`config.mk`:
```
export PLATFORM = sky130hd
export DESIGN_NAME = first_fit_segment_allocator_flat
export DESIGN_NICKNAME = d
export VERILOG_FILES = /design/src/ffsa_pkg.sv /design/src/ffsa_req_if.sv /design/src/ffsa_rsp_if.sv /design/src/ffsa_ctrl.sv /design/src/ffsa_dpath.sv /design/src/first_fit_segment_allocator.sv /design/src/flat_wrapper.sv
export SDC_FILE = /design/constraint.sdc
export NUM_CORES = 2
export LEC_CHECK = 0
export ABC_CLOCK_PERIOD_IN_PS = 8700
export BUFFER_PORTS_ARGS = -buffer_cell sky130_fd_sc_hd__buf_2
export CORE_MARGIN = 2
export CORE_UTILIZATION = 55
export DETAILED_ROUTE_END_ITERATION = 8
export GPL_ROUTABILITY_DRIVEN = 0
export PLACE_DENSITY_LB_ADDON = 0.05
export SLEW_MARGIN = 20
export SYNTH_ARGS = -nofsm -noshare
export SYNTH_HDL_FRONTEND = slang
export SYNTH_SLANG_ARGS = --single-unit
export TNS_END_PERCENT = 10
```
`constraint.sdc`:
```
create_clock -name clk -period 8.7 [get_ports clk]
set_input_delay 0.435 -clock clk [delete_from_list [all_inputs] [get_ports clk]]
set_output_delay 0.435 -clock clk [all_outputs]
set_load 0.01 [all_outputs]
```
`src/ffsa_pkg.sv`:
```
// shared types, status codes and controller/datapath command set for the segment allocator
package ffsa_pkg;

  localparam int CMD_W  = 1;
  localparam int SIZE_W = 16;
  localparam int TAG_W  = 16;
  localparam int STAT_W = 3;
  localparam int SEG_W  = 16;

  // status codes of a result word
  localparam logic [STAT_W-1:0] ST_OK       = 3'd0;
  localparam logic [STAT_W-1:0] ST_NOFIT    = 3'd1;
  localparam logic [STAT_W-1:0] ST_INUSE    = 3'd2;
  localparam logic [STAT_W-1:0] ST_NOTFOUND = 3'd3;
  localparam logic [STAT_W-1:0] ST_FULL     = 3'd4;
  localparam logic [STAT_W-1:0] ST_ZERO     = 3'd5;

  // request command codes
  localparam logic [CMD_W-1:0] CMD_ALLOC = 1'b0;
  localparam logic [CMD_W-1:0] CMD_FREE  = 1'b1;

  // register index of pool_size
  localparam logic REG_POOL = 1'b0;

  localparam logic [31:0] POOL_RESET = 32'd2000;

  typedef enum logic [4:0] {
    S_IDLE, S_CHECK, S_TAG_RD, S_TAG_CHK, S_FIT_START, S_FIT_RD, S_FIT_CHK,
    S_ALLOC_WR, S_DN_RD, S_DN_WR, S_A_RD, S_A_CAP, S_POS_RD, S_POS_CHK,
    S_MERGE, S_UP_RD, S_UP_WR, S_ERR, S_DONE
  } state_t;

  typedef enum logic [4:0] {
    OP_NONE, OP_LOAD, OP_TAG_RD, OP_TAG_CHK, OP_IDX_CLR, OP_FIT_RD, OP_FIT_CHK,
    OP_ALLOC_WR, OP_DN_RD, OP_DN_WR, OP_DN_END, OP_A_RD, OP_A_CAP, OP_POS_RD,
    OP_POS_CHK, OP_MERGE, OP_UP_RD, OP_UP_WR, OP_UP_END, OP_RES_ERR, OP_PUSH
  } dp_op_t;

  typedef struct packed {
    dp_op_t            op;
    logic [STAT_W-1:0] err;
  } dp_cmd_t;

  typedef struct packed {
    logic need_init;
    logic zero_size;
    logic is_free;
    logic tag_hit;
    logic tag_last;
    logic slot_ok;
    logic at_count;
    logic fit_hit;
    logic exact;
    logic pos_less;
    logic lo;
    logic hi;
    logic free_full;
    logic dn_end;
    logic up_end;
    logic out_full;
  } dp_stat_t;

endpackage

```
`src/ffsa_req_if.sv`:
```
// request channel: command, size and tag words
interface ffsa_req_if;
  import ffsa_pkg::*;
  logic              valid;
  logic              ready;
  logic [CMD_W-1:0]  command;
  logic [SIZE_W-1:0] request_size;
  logic [TAG_W-1:0]  tag_id;

  modport source (output valid, command, request_size, tag_id, input ready);
  modport sink (input valid, command, request_size, tag_id, output ready);
endinterface

```
`src/ffsa_rsp_if.sv`:
```
// result channel: status and segment words
interface ffsa_rsp_if;
  import ffsa_pkg::*;
  logic              valid;
  logic              ready;
  logic [STAT_W-1:0] status;
  logic [SEG_W-1:0]  seg_start;
  logic [SEG_W-1:0]  seg_length;

  modport source (output valid, status, seg_start, seg_length, input ready);
  modport sink (input valid, status, seg_start, seg_length, output ready);
endinterface

```
`src/ffsa_ctrl.sv`:
```
// sequencer that steps the datapath through tag scan, fit scan, merge and table shifts
module ffsa_ctrl (
  input  logic              clk,
  input  logic              rst,
  input  logic              req_valid,
  output logic              req_ready,
  input  ffsa_pkg::dp_stat_t stat,
  output ffsa_pkg::dp_cmd_t  cmd
);
  import ffsa_pkg::*;

  state_t            state, state_next;
  logic [STAT_W-1:0] err, err_next;

  // state and error code registers
  always_ff @(posedge clk) begin
    if (rst) begin
      state <= S_IDLE;
      err   <= ST_OK;
    end else begin
      state <= state_next;
      err   <= err_next;
    end
  end

  assign req_ready = (state == S_IDLE) && !stat.need_init;

  // next state
  always_comb begin
    state_next = state;
    err_next   = err;
    case (state)
      S_IDLE: begin
        if (req_valid && req_ready) state_next = S_CHECK;
      end
      S_CHECK: begin
        if (!stat.is_free && stat.zero_size) begin
          err_next   = ST_ZERO;
          state_next = S_ERR;
        end else begin
          state_next = S_TAG_RD;
        end
      end
      S_TAG_RD: state_next = S_TAG_CHK;
      S_TAG_CHK: begin
        if (stat.tag_hit) begin
          if (stat.is_free) begin
            state_next = S_A_RD;
          end else begin
            err_next   = ST_INUSE;
            state_next = S_ERR;
          end
        end else if (stat.tag_last) begin
          if (stat.is_free) begin
            err_next   = ST_NOTFOUND;
            state_next = S_ERR;
          end else if (stat.slot_ok) begin
            state_next = S_FIT_START;
          end else begin
            err_next   = ST_FULL;
            state_next = S_ERR;
          end
        end else begin
          state_next = S_TAG_RD;
        end
      end
      S_FIT_START: state_next = S_FIT_RD;
      S_FIT_RD: begin
        if (stat.at_count) begin
          err_next   = ST_NOFIT;
          state_next = S_ERR;
        end else begin
          state_next = S_FIT_CHK;
        end
      end
      S_FIT_CHK: state_next = stat.fit_hit ? S_ALLOC_WR : S_FIT_RD;
      S_ALLOC_WR: state_next = stat.exact ? S_DN_RD : S_DONE;
      S_DN_RD: state_next = stat.dn_end ? S_DONE : S_DN_WR;
      S_DN_WR: state_next = S_DN_RD;
      S_A_RD: state_next = S_A_CAP;
      S_A_CAP: state_next = S_POS_RD;
      S_POS_RD: state_next = stat.at_count ? S_MERGE : S_POS_CHK;
      S_POS_CHK: state_next = stat.pos_less ? S_POS_RD : S_MERGE;
      S_MERGE: begin
        if (stat.lo && stat.hi) begin
          state_next = S_DN_RD;
        end else if (stat.lo || stat.hi) begin
          state_next = S_DONE;
        end else if (stat.free_full) begin
          err_next   = ST_FULL;
          state_next = S_ERR;
        end else begin
          state_next = S_UP_RD;
        end
      end
      S_UP_RD: state_next = stat.up_end ? S_DONE : S_UP_WR;
      S_UP_WR: state_next = S_UP_RD;
      S_ERR: state_next = S_DONE;
      S_DONE: begin
        if (!stat.out_full) state_next = S_IDLE;
      end
      default: state_next = S_IDLE;
    endcase
  end

  // datapath command
  always_comb begin
    cmd.op  = OP_NONE;
    cmd.err = err;
    case (state)
      S_IDLE: begin
        if (req_valid && req_ready) cmd.op = OP_LOAD;
      end
      S_TAG_RD: cmd.op = OP_TAG_RD;
      S_TAG_CHK: cmd.op = OP_TAG_CHK;
      S_FIT_START: cmd.op = OP_IDX_CLR;
      S_FIT_RD: begin
        if (!stat.at_count) cmd.op = OP_FIT_RD;
      end
      S_FIT_CHK: cmd.op = OP_FIT_CHK;
      S_ALLOC_WR: cmd.op = OP_ALLOC_WR;
      S_DN_RD: cmd.op = stat.dn_end ? OP_DN_END : OP_DN_RD;
      S_DN_WR: cmd.op = OP_DN_WR;
      S_A_RD: cmd.op = OP_A_RD;
      S_A_CAP: cmd.op = OP_A_CAP;
      S_POS_RD: begin
        if (!stat.at_count) cmd.op = OP_POS_RD;
      end
      S_POS_CHK: cmd.op = OP_POS_CHK;
      S_MERGE: cmd.op = OP_MERGE;
      S_UP_RD: cmd.op = stat.up_end ? OP_UP_END : OP_UP_RD;
      S_UP_WR: cmd.op = OP_UP_WR;
      S_ERR: cmd.op = OP_RES_ERR;
      S_DONE: begin
        if (!stat.out_full) cmd.op = OP_PUSH;
      end
      default: cmd.op = OP_NONE;
    endcase
  end

endmodule

```
`src/ffsa_dpath.sv`:
```
// tables, scan index, segment registers, config register and result register
module ffsa_dpath #(
  parameter int MAX_ALLOCS = 32,
  parameter int ADDR_BITS  = 16
) (
  input  logic                        clk,
  input  logic                        rst,
  input  ffsa_pkg::dp_cmd_t           cmd,
  output ffsa_pkg::dp_stat_t          stat,
  input  logic [ffsa_pkg::CMD_W-1:0]  command,
  input  logic [ffsa_pkg::SIZE_W-1:0] request_size,
  input  logic [ffsa_pkg::TAG_W-1:0]  tag_id,
  input  logic                        psel,
  input  logic                        penable,
  input  logic                        pwrite,
  input  logic [2:0]                  paddr,
  input  logic [31:0]                 pwdata,
  output logic [31:0]                 prdata,
  output logic                        pready,
  ffsa_rsp_if.source                  rsp
);
  import ffsa_pkg::*;

  localparam int DEPTH = MAX_ALLOCS + 1;
  localparam int LW    = ADDR_BITS;
  localparam int FW    = $clog2(DEPTH);
  localparam int IW    = $clog2(DEPTH + 1);
  localparam int AW    = $clog2(MAX_ALLOCS);
  localparam logic [31:0] POOL_RST_W = POOL_RESET;
  localparam logic [LW-1:0] POOL_RST = POOL_RST_W[LW-1:0];

  typedef struct packed {
    logic [LW-1:0] start;
    logic [LW-1:0] len;
  } free_ent_t;

  typedef struct packed {
    logic [TAG_W-1:0] tag;
    logic [LW-1:0]    start;
    logic [LW-1:0]    len;
  } alloc_ent_t;

  function automatic logic [SEG_W-1:0] to_seg(input logic [LW-1:0] v);
    logic [31:0] w;
    w = 32'(v);
    return w[SEG_W-1:0];
  endfunction

  // tables
  free_ent_t  free_mem [DEPTH];
  alloc_ent_t alloc_mem [MAX_ALLOCS];
  free_ent_t  frow;
  alloc_ent_t arow;
  logic [MAX_ALLOCS-1:0] valid;

  // control and working registers
  logic              need_init;
  logic [LW-1:0]     pool;
  logic [IW-1:0]     count;
  logic [IW-1:0]     idx;
  logic [IW-1:0]     pos;
  logic [AW-1:0]     slot;
  logic              slot_found;
  logic [AW-1:0]     aidx;
  logic [CMD_W-1:0]  cmd_q;
  logic [SIZE_W-1:0] size_q;
  logic [TAG_W-1:0]  tag_q;
  logic [LW-1:0]     fs, fl;
  logic [LW-1:0]     prev_s, prev_l, next_s, next_l;
  logic              have_prev, have_next;
  logic [STAT_W-1:0] res_status;
  logic [LW-1:0]     res_start, res_len;

  // config write decode
  logic          cfg_we;
  logic [31:0]   cfg_w;
  logic [LW-1:0] pool_wr;
  assign pready = 1'b1;
  assign cfg_we = psel && penable && pwrite && (paddr[2] == REG_POOL);
  assign cfg_w  = {16'b0, pwdata[15:0]};
  assign pool_wr = cfg_w[LW-1:0];
  assign prdata = (paddr[2] == REG_POOL) ? 32'(pool) : 32'b0;

  // index helpers and arithmetic
  logic [AW-1:0] idx_a;
  logic [FW-1:0] idx_f;
  logic [IW:0]   idx_p1;
  logic [IW-1:0] idx_m1;
  logic [31:0]   size32, sum32, diff32;
  logic [LW:0]   lo_sum, hi_sum;
  assign idx_a  = idx[AW-1:0];
  assign idx_f  = idx[FW-1:0];
  assign idx_p1 = {1'b0, idx} + 1'b1;
  assign idx_m1 = idx - 1'b1;
  assign size32 = {16'b0, size_q};
  assign sum32  = 32'(fs) + size32;
  assign diff32 = 32'(fl) - size32;
  assign lo_sum = {1'b0, prev_s} + {1'b0, prev_l};
  assign hi_sum = {1'b0, fs} + {1'b0, fl};

  // status toward the controller
  always_comb begin
    stat.need_init = need_init;
    stat.zero_size = (size_q == '0);
    stat.is_free   = (cmd_q == CMD_FREE);
    stat.tag_hit   = valid[idx_a] && (arow.tag == tag_q);
    stat.tag_last  = (idx == IW'(MAX_ALLOCS - 1));
    stat.slot_ok   = slot_found || !valid[idx_a];
    stat.at_count  = (idx == count);
    stat.fit_hit   = (32'(frow.len) >= size32);
    stat.exact     = (32'(fl) == size32);
    stat.pos_less  = (frow.start < fs);
    stat.lo        = have_prev && (lo_sum == {1'b0, fs});
    stat.hi        = have_next && (hi_sum == {1'b0, next_s});
    stat.free_full = (count >= IW'(DEPTH));
    stat.dn_end    = (idx_p1 >= {1'b0, count});
    stat.up_end    = (idx == pos);
    stat.out_full  = rsp.valid;
  end

  // free table write and read ports
  logic          fwe;
  logic [FW-1:0] fwa, fra;
  free_ent_t     fwd;
  always_comb begin
    fwe = 1'b0;
    fwa = '0;
    fwd = '{start: '0, len: '0};
    fra = idx_f;
    case (cmd.op)
      OP_DN_RD: fra = idx_p1[FW-1:0];
      OP_UP_RD: fra = idx_m1[FW-1:0];
      default: fra = idx_f;
    endcase
    if (cfg_we || need_init) begin
      fwe = 1'b1;
      fwa = '0;
      fwd = '{start: '0, len: cfg_we ? pool_wr : pool};
    end else begin
      case (cmd.op)
        OP_ALLOC_WR: begin
          fwe = !stat.exact;
          fwa = pos[FW-1:0];
          fwd = '{start: sum32[LW-1:0], len: diff32[LW-1:0]};
        end
        OP_DN_WR, OP_UP_WR: begin
          fwe = 1'b1;
          fwa = idx_f;
          fwd = frow;
        end
        OP_UP_END: begin
          fwe = 1'b1;
          fwa = pos[FW-1:0];
          fwd = '{start: fs, len: fl};
        end
        OP_MERGE: begin
          if (stat.lo) begin
            fwe = 1'b1;
            fwa = idx_m1[FW-1:0];
            fwd = '{start: prev_s, len: prev_l + fl + (stat.hi ? next_l : '0)};
          end else if (stat.hi) begin
            fwe = 1'b1;
            fwa = idx_f;
            fwd = '{start: fs, len: next_l + fl};
          end
        end
        default: fwe = 1'b0;
      endcase
    end
  end

  always_ff @(posedge clk) begin
    if (fwe) free_mem[fwa] <= fwd;
    frow <= free_mem[fra];
  end

  // allocation table ports
  logic          awe;
  logic [AW-1:0] ara;
  assign awe = (cmd.op == OP_ALLOC_WR);
  assign ara = (cmd.op == OP_A_RD) ? aidx : idx_a;
  always_ff @(posedge clk) begin
    if (awe) alloc_mem[slot] <= '{tag: tag_q, start: fs, len: size32[LW-1:0]};
    arow <= alloc_mem[ara];
  end

  // control state: init flag, pool, count, valid bits, output valid
  always_ff @(posedge clk) begin
    if (rst) begin
      need_init <= 1'b1;
      pool      <= POOL_RST;
      count     <= IW'(POOL_RST != '0);
      valid     <= '0;
      rsp.valid <= 1'b0;
    end else begin
      if (rsp.valid && rsp.ready) rsp.valid <= 1'b0;
      if (cmd.op == OP_PUSH) rsp.valid <= 1'b1;
      need_init <= 1'b0;
      if (cfg_we) begin
        pool  <= pool_wr;
        count <= IW'(pool_wr != '0);
        valid <= '0;
      end else begin
        case (cmd.op)
          OP_ALLOC_WR: valid[slot] <= 1'b1;
          OP_DN_END: count <= count - 1'b1;
          OP_UP_END: count <= count + 1'b1;
          OP_MERGE: begin
            if (stat.lo || stat.hi || !stat.free_full) valid[aidx] <= 1'b0;
          end
          default: count <= count;
        endcase
      end
    end
  end

  // working registers
  always_ff @(posedge clk) begin
    case (cmd.op)
      OP_LOAD: begin
        cmd_q      <= command;
        size_q     <= request_size;
        tag_q      <= tag_id;
        idx        <= '0;
        slot_found <= 1'b0;
      end
      OP_TAG_CHK: begin
        if (stat.tag_hit) aidx <= idx_a;
        if (!slot_found && !valid[idx_a]) begin
          slot       <= idx_a;
          slot_found <= 1'b1;
        end
        idx <= idx + 1'b1;
      end
      OP_IDX_CLR: idx <= '0;
      OP_FIT_CHK: begin
        if (stat.fit_hit) begin
          fs  <= frow.start;
          fl  <= frow.len;
          pos <= idx;
        end else begin
          idx <= idx + 1'b1;
        end
      end
      OP_ALLOC_WR: begin
        idx        <= pos;
        res_status <= ST_OK;
        res_start  <= fs;
        res_len    <= size32[LW-1:0];
      end
      OP_DN_WR: idx <= idx + 1'b1;
      OP_A_CAP: begin
        fs        <= arow.start;
        fl        <= arow.len;
        idx       <= '0;
        have_prev <= 1'b0;
        have_next <= 1'b0;
      end
      OP_POS_CHK: begin
        if (stat.pos_less) begin
          prev_s    <= frow.start;
          prev_l    <= frow.len;
          have_prev <= 1'b1;
          idx       <= idx + 1'b1;
        end else begin
          next_s    <= frow.start;
          next_l    <= frow.len;
          have_next <= 1'b1;
        end
      end
      OP_MERGE: begin
        pos        <= idx;
        res_status <= ST_OK;
        res_start  <= fs;
        res_len    <= fl;
        if (!stat.lo && !stat.hi) idx <= count;
      end
      OP_UP_WR: idx <= idx_m1;
      OP_RES_ERR: begin
        res_status <= cmd.err;
        res_start  <= '0;
        res_len    <= '0;
      end
      default: idx <= idx;
    endcase
  end

  // output word register
  always_ff @(posedge clk) begin
    if (cmd.op == OP_PUSH) begin
      rsp.status     <= res_status;
      rsp.seg_start  <= to_seg(res_start);
      rsp.seg_length <= to_seg(res_len);
    end
  end

endmodule

```
`src/first_fit_segment_allocator.sv`:
```
// top level of the first-fit segment allocator with coalescing
//
//   channel  dir  handshake        payload
//   req      in   valid / ready    command, request_size, tag_id
//   rsp      out  valid / ready    status, seg_start, seg_length
//   apb      in   psel / penable   paddr, pwdata, prdata (pool_size at 0x0)
//
// one request at a time; a word takes a scan of the tag table plus a scan of the
// free table and a shift of its entries where needed, all set by the single read
// port of each table
// a finished word waits in the output register while the next request is taken;
// a new word is held back while the previous one is still waiting there
// reset is followed by an init write of the pool as a single free segment
module first_fit_segment_allocator #(
  parameter int MAX_ALLOCS = 32,
  parameter int ADDR_BITS  = 16
) (
  input  logic        clk,
  input  logic        rst,
  ffsa_req_if.sink    req,
  ffsa_rsp_if.source  rsp,
  input  logic        psel,
  input  logic        penable,
  input  logic        pwrite,
  input  logic [2:0]  paddr,
  input  logic [31:0] pwdata,
  output logic [31:0] prdata,
  output logic        pready
);
  import ffsa_pkg::*;

  dp_cmd_t  cmd;
  dp_stat_t stat;

  // sequencer
  ffsa_ctrl u_ctrl (
    .clk       (clk),
    .rst       (rst),
    .req_valid (req.valid),
    .req_ready (req.ready),
    .stat      (stat),
    .cmd       (cmd)
  );

  // tables and registers
  ffsa_dpath #(
    .MAX_ALLOCS (MAX_ALLOCS),
    .ADDR_BITS  (ADDR_BITS)
  ) u_dpath (
    .clk          (clk),
    .rst          (rst),
    .cmd          (cmd),
    .stat         (stat),
    .command      (req.command),
    .request_size (req.request_size),
    .tag_id       (req.tag_id),
    .psel         (psel),
    .penable      (penable),
    .pwrite       (pwrite),
    .paddr        (paddr),
    .pwdata       (pwdata),
    .prdata       (prdata),
    .pready       (pready),
    .rsp          (rsp)
  );

endmodule
```
`src/flat_wrapper.sv`:
```
// flat-port wrapper written by rule: the top's interface ports become plain ports
module first_fit_segment_allocator_flat import ffsa_pkg::*;
#(
  parameter int MAX_ALLOCS = 32,
  parameter int ADDR_BITS  = 16
)
  (clk, rst, psel, penable, pwrite, paddr, pwdata, prdata, pready, req_valid, req_command, req_request_size, req_tag_id, req_ready, rsp_valid, rsp_status, rsp_seg_start, rsp_seg_length, rsp_ready);
  ffsa_req_if req_i ();
  ffsa_rsp_if rsp_i ();
  input  logic clk;
  input  logic rst;
  input  logic psel;
  input  logic penable;
  input  logic pwrite;
  input  logic [2:0] paddr;
  input  logic [31:0] pwdata;
  output logic [31:0] prdata;
  output logic pready;
  input wire logic [$bits(req_i.valid)-1:0] req_valid;
  input wire logic [$bits(req_i.command)-1:0] req_command;
  input wire logic [$bits(req_i.request_size)-1:0] req_request_size;
  input wire logic [$bits(req_i.tag_id)-1:0] req_tag_id;
  output wire logic [$bits(req_i.ready)-1:0] req_ready;
  output wire logic [$bits(rsp_i.valid)-1:0] rsp_valid;
  output wire logic [$bits(rsp_i.status)-1:0] rsp_status;
  output wire logic [$bits(rsp_i.seg_start)-1:0] rsp_seg_start;
  output wire logic [$bits(rsp_i.seg_length)-1:0] rsp_seg_length;
  input wire logic [$bits(rsp_i.ready)-1:0] rsp_ready;
  assign req_i.valid = req_valid;
  assign req_i.command = req_command;
  assign req_i.request_size = req_request_size;
  assign req_i.tag_id = req_tag_id;
  assign req_ready = req_i.ready;
  assign rsp_valid = rsp_i.valid;
  assign rsp_status = rsp_i.status;
  assign rsp_seg_start = rsp_i.seg_start;
  assign rsp_seg_length = rsp_i.seg_length;
  assign rsp_i.ready = rsp_ready;
  first_fit_segment_allocator #(.MAX_ALLOCS(MAX_ALLOCS), .ADDR_BITS(ADDR_BITS)) u_core (.clk(clk), .rst(rst), .req(req_i), .rsp(rsp_i), .psel(psel), .penable(penable), .pwrite(pwrite), .paddr(paddr), .pwdata(pwdata), .prdata(prdata), .pready(pready));
endmodule
```
==> impl_results.md <==
* Status: finished, final reports clean
* Top-level I/O count at 145
* Peak supply drop at 0.000278 V
* Placed wire-length estimate at 195 mm
* Met1 wire length at 136 mm
* # port buffers at 109
* CP startpoint: u_core.u_dpath.fl[0]
* Final setup fails at 0
* PwrDens at 283 nW/um2
* Critical Path End Type: flip-flop
* RSZ-0062 raised after global routing: false
* Leakage power at 45.7 nW
* WP data required at 9.29 ns
* Relative slew margins at 0.171
* Syn Inst Count at 7823
* Area share of the largest cell type after synthesis at 0.699
* Critical path class: reg2reg
* Drt wl/cell at 31.1 um
* Top cell type by total area after synthesis: edfxtp_1
* Register area share after synthesis at 0.723
* Tmin final at 7.55 ns
* Clock sink count at 2960
* Vias post-DR at 71600
* Root Buffer: clkbuf_16
* Max stage delay on crit path at 0.84 ns
* Clk slew on worst S/H paths at 0.06 ns
* Setup TNS at 0 ns
* Full die area at 224000 um2
* Count of distinct cell types in the synthesized netlist at 94
* Largest net degree at the start of global routing at 143
* Reg2Reg Launch Point: u_core.u_dpath.fl[0]
* CTS tree: done
* Synth top area cells: edfxtp_1 70%, mux4_2 8.6%, nand2_1 4.7%, dfxtp_1 2.4%, nand3_1 2.3%
* Vias in the first global route at 69900
* # H-tree levels at 5
* Crit path DAT at 8.14 ns
* Synth Register Bits at 2960
* Core area at 219000 um2
* Post-CTS setup buffer count at 0
* Slowest CP cell: a221o_1
* DR vias/cell at 6.38
* FP Rows at 172
* Number of flops mapped to enable cells by yosys at 2816
* Worst Tran Pin Value at 1.23 ns
* Top Metal Used: met4
* Initial antenna violation count at 2
* Worst skew pair latency at 0.95 ns
* Startpoint types: flip-flop
* Hold path startpoint: req_valid
* Post-route clock period utilization at 0.868
* Ys async rst share at 0
* Pre-Repair DR Iteration Count at 6
* Max Clock Freq at 132 MHz
* Drt drc at 0
* Maximum capacitance violations at 0
* Fin. max-slew vios at 0
* P&R area growth vs syn at 12.6%
* Final count of hold timing violations at 0
* Initial Utilization at 0.552
* Grt ovf at 0
* CTS buffer count at 318
* Total power at 38.6 mW
* HP Class: in2reg
* Die height at 473 um
* Synth warn at 0
* Share of cells above drive strength 1 at 0.166
* Die span in x at 473 um
* Layout Skew at 0.0576 ns
* Crit Path Max Fanout at 33
* Mapped Area at 121000 um2
* 1st-iter DRT viols at 8299
* Top FF cell, synth: edfxtp_1
* Most frequent cells in the layout: 2816 x edfxtp_1, 1521 x nand2_1, 549 x nand3_1
* First-pass GRT wire length at 500 mm
* Final ANT Viol Nets at 0
* Total track usage at 0.312
* Met2 Routed Length at 169 mm
* Most common cell after layout, fill and taps aside: edfxtp_1
* Total routed wirelength at 349 mm
* Met3 WL at 26.7 mm
* Longest Clk Path Bufs at 4
* Nets@finish at 8350
* Syn_area_per_cell at 15.5 um2
## per-layer routing
metal | up-vias | GRT usage
met1 | 36900 | 0.421
met2 | 3291 | 0.507
li1 | 30600 | -
met5 | - | 0
met3 | 790 | 0.0482
met4 | 0 | 0.139
## critical path: cells and delay by family, from the launching register on
| family | cells | cell delay [ns] |
|---|---|---|
| AO/OA/AOI/OAI | 12 | 3.49 |
| XOR/XNOR | 2 | 0.30 |
| adder cells (fa/ha/maj) | 5 | 1.85 |
| buffers and inverters | 2 | 0.37 |
| flip-flops | 1 | 0.48 |
| AND/OR/NAND/NOR | 4 | 0.67 |
## cell usage after synthesis, drive strengths merged, types with 10 or more instances
cell type / count
nor4: 19
clkbuf: 258
a22oi: 33
a221oi: 15
o211ai: 23
xnor2: 76
nand4: 25
mux2i: 10
nand2b: 19
and3: 74
ha: 134
a21oi: 283
xor2: 67
inv: 110
a21o: 43
edfxtp: 2816
nor3: 78
o21bai: 17
mux4: 460
nor2: 159
o22a: 32
o22ai: 47
a31oi: 96
o21ai: 197
fa: 22
or3: 14
or4: 36
dfxtp: 144
or2: 15
nor3b: 11
nand3b: 11
nor2b: 25
buf: 186
nand2: 1524
a211oi: 20
and2: 32
o21a: 18
nand3: 550
## registers in the layout (all words and copies together) (netlist names), 5 cells and up
register                       flops
u_core.u_dpath.fl                 16
u_core.u_dpath.rsp.seg_start      16
u_core.u_dpath.count               6
u_core.u_dpath.prev_l             16
u_core.u_dpath.next_s             16
u_core.u_dpath.res_start          16
u_core.u_dpath.idx                 6
u_core.u_dpath.fs                 16
u_core.u_dpath.prev_s             16
u_core.u_dpath.rsp.seg_length     16
u_core.u_dpath.pool               16
u_core.u_dpath.res_len            16
u_core.u_dpath.alloc_mem        1536
u_core.u_dpath.size_q             16
u_core.u_dpath.free_mem         1056
u_core.u_dpath.slot                5
u_core.u_ctrl.state                5
u_core.u_dpath.arow               48
u_core.u_dpath.aidx                5
u_core.u_dpath.frow               32
u_core.u_dpath.valid              32
u_core.u_dpath.pos                 6
u_core.u_dpath.tag_q              16
u_core.u_dpath.next_l             16
## report_power, final
part / internal, mW / switching [mW]
sequential: 16.0 / 0.567
combinational: 3.39 / 5.82
clock: 7.48 / 5.35
## final cells by class
class	count	area, um2
Antenna cell	5	12.5
Fill cell	16000	83000
Inverter	110	480
Clock buffer	433	8780
Sequential cell	2960	87400
Multi-Input combinational cell	4324	31900
Timing Repair Buffer	405	3140
Tap cell	2871	3590
Clock inverter	119	958
## cells by family after synthesis
family | after synthesis | share of synthesized area
flip-flops | 2960 | 0.723
AND/OR/NAND/NOR | 2613 | 0.0953
AO/OA/AOI/OAI | 919 | 0.0477
buffers and inverters | 554 | 0.0194
multiplexers | 476 | 0.0870
adder cells (fa/ha/maj) | 156 | 0.0175
XOR/XNOR | 143 | 0.0104
other | 2 | 0.0000621
## timing repair
item	CTS	global route
hold buffers	53	0
resized for setup	0	0
endpoints found under the setup margin	0	0
hold endpoints to repair	51	0
## path summary, 6_finish.rpt
check	to	slack, ns	cells after the start
setup reg to reg	u_core.u_dpath.free_mem[29][9]	1.15	25
setup / recovery	u_core.u_dpath.free_mem[29][9]	1.15	25
hold reg to reg	u_core.u_dpath.rsp.seg_length[2]	0.42	0
hold / removal	u_core.u_ctrl.state[0]	0.08	5
## per-stage QoR
step	instance area [um2]	std cells	utilization	worst slack [ns]	hold WS (ns)
after global placement	126000	10600	0.574	1.14	0.403
after detailed placement	126000	10600	0.574	1.12	0.405
after global routing	136000	11200	0.622	0.704	0.115
after CTS	136000	11200	0.621	1.07	0.0209
after floorplan	121000	7838	-	1.01	0.400
final	136000	11200	0.622	1.15	0.0753
(Power assumes the default switching activity.)
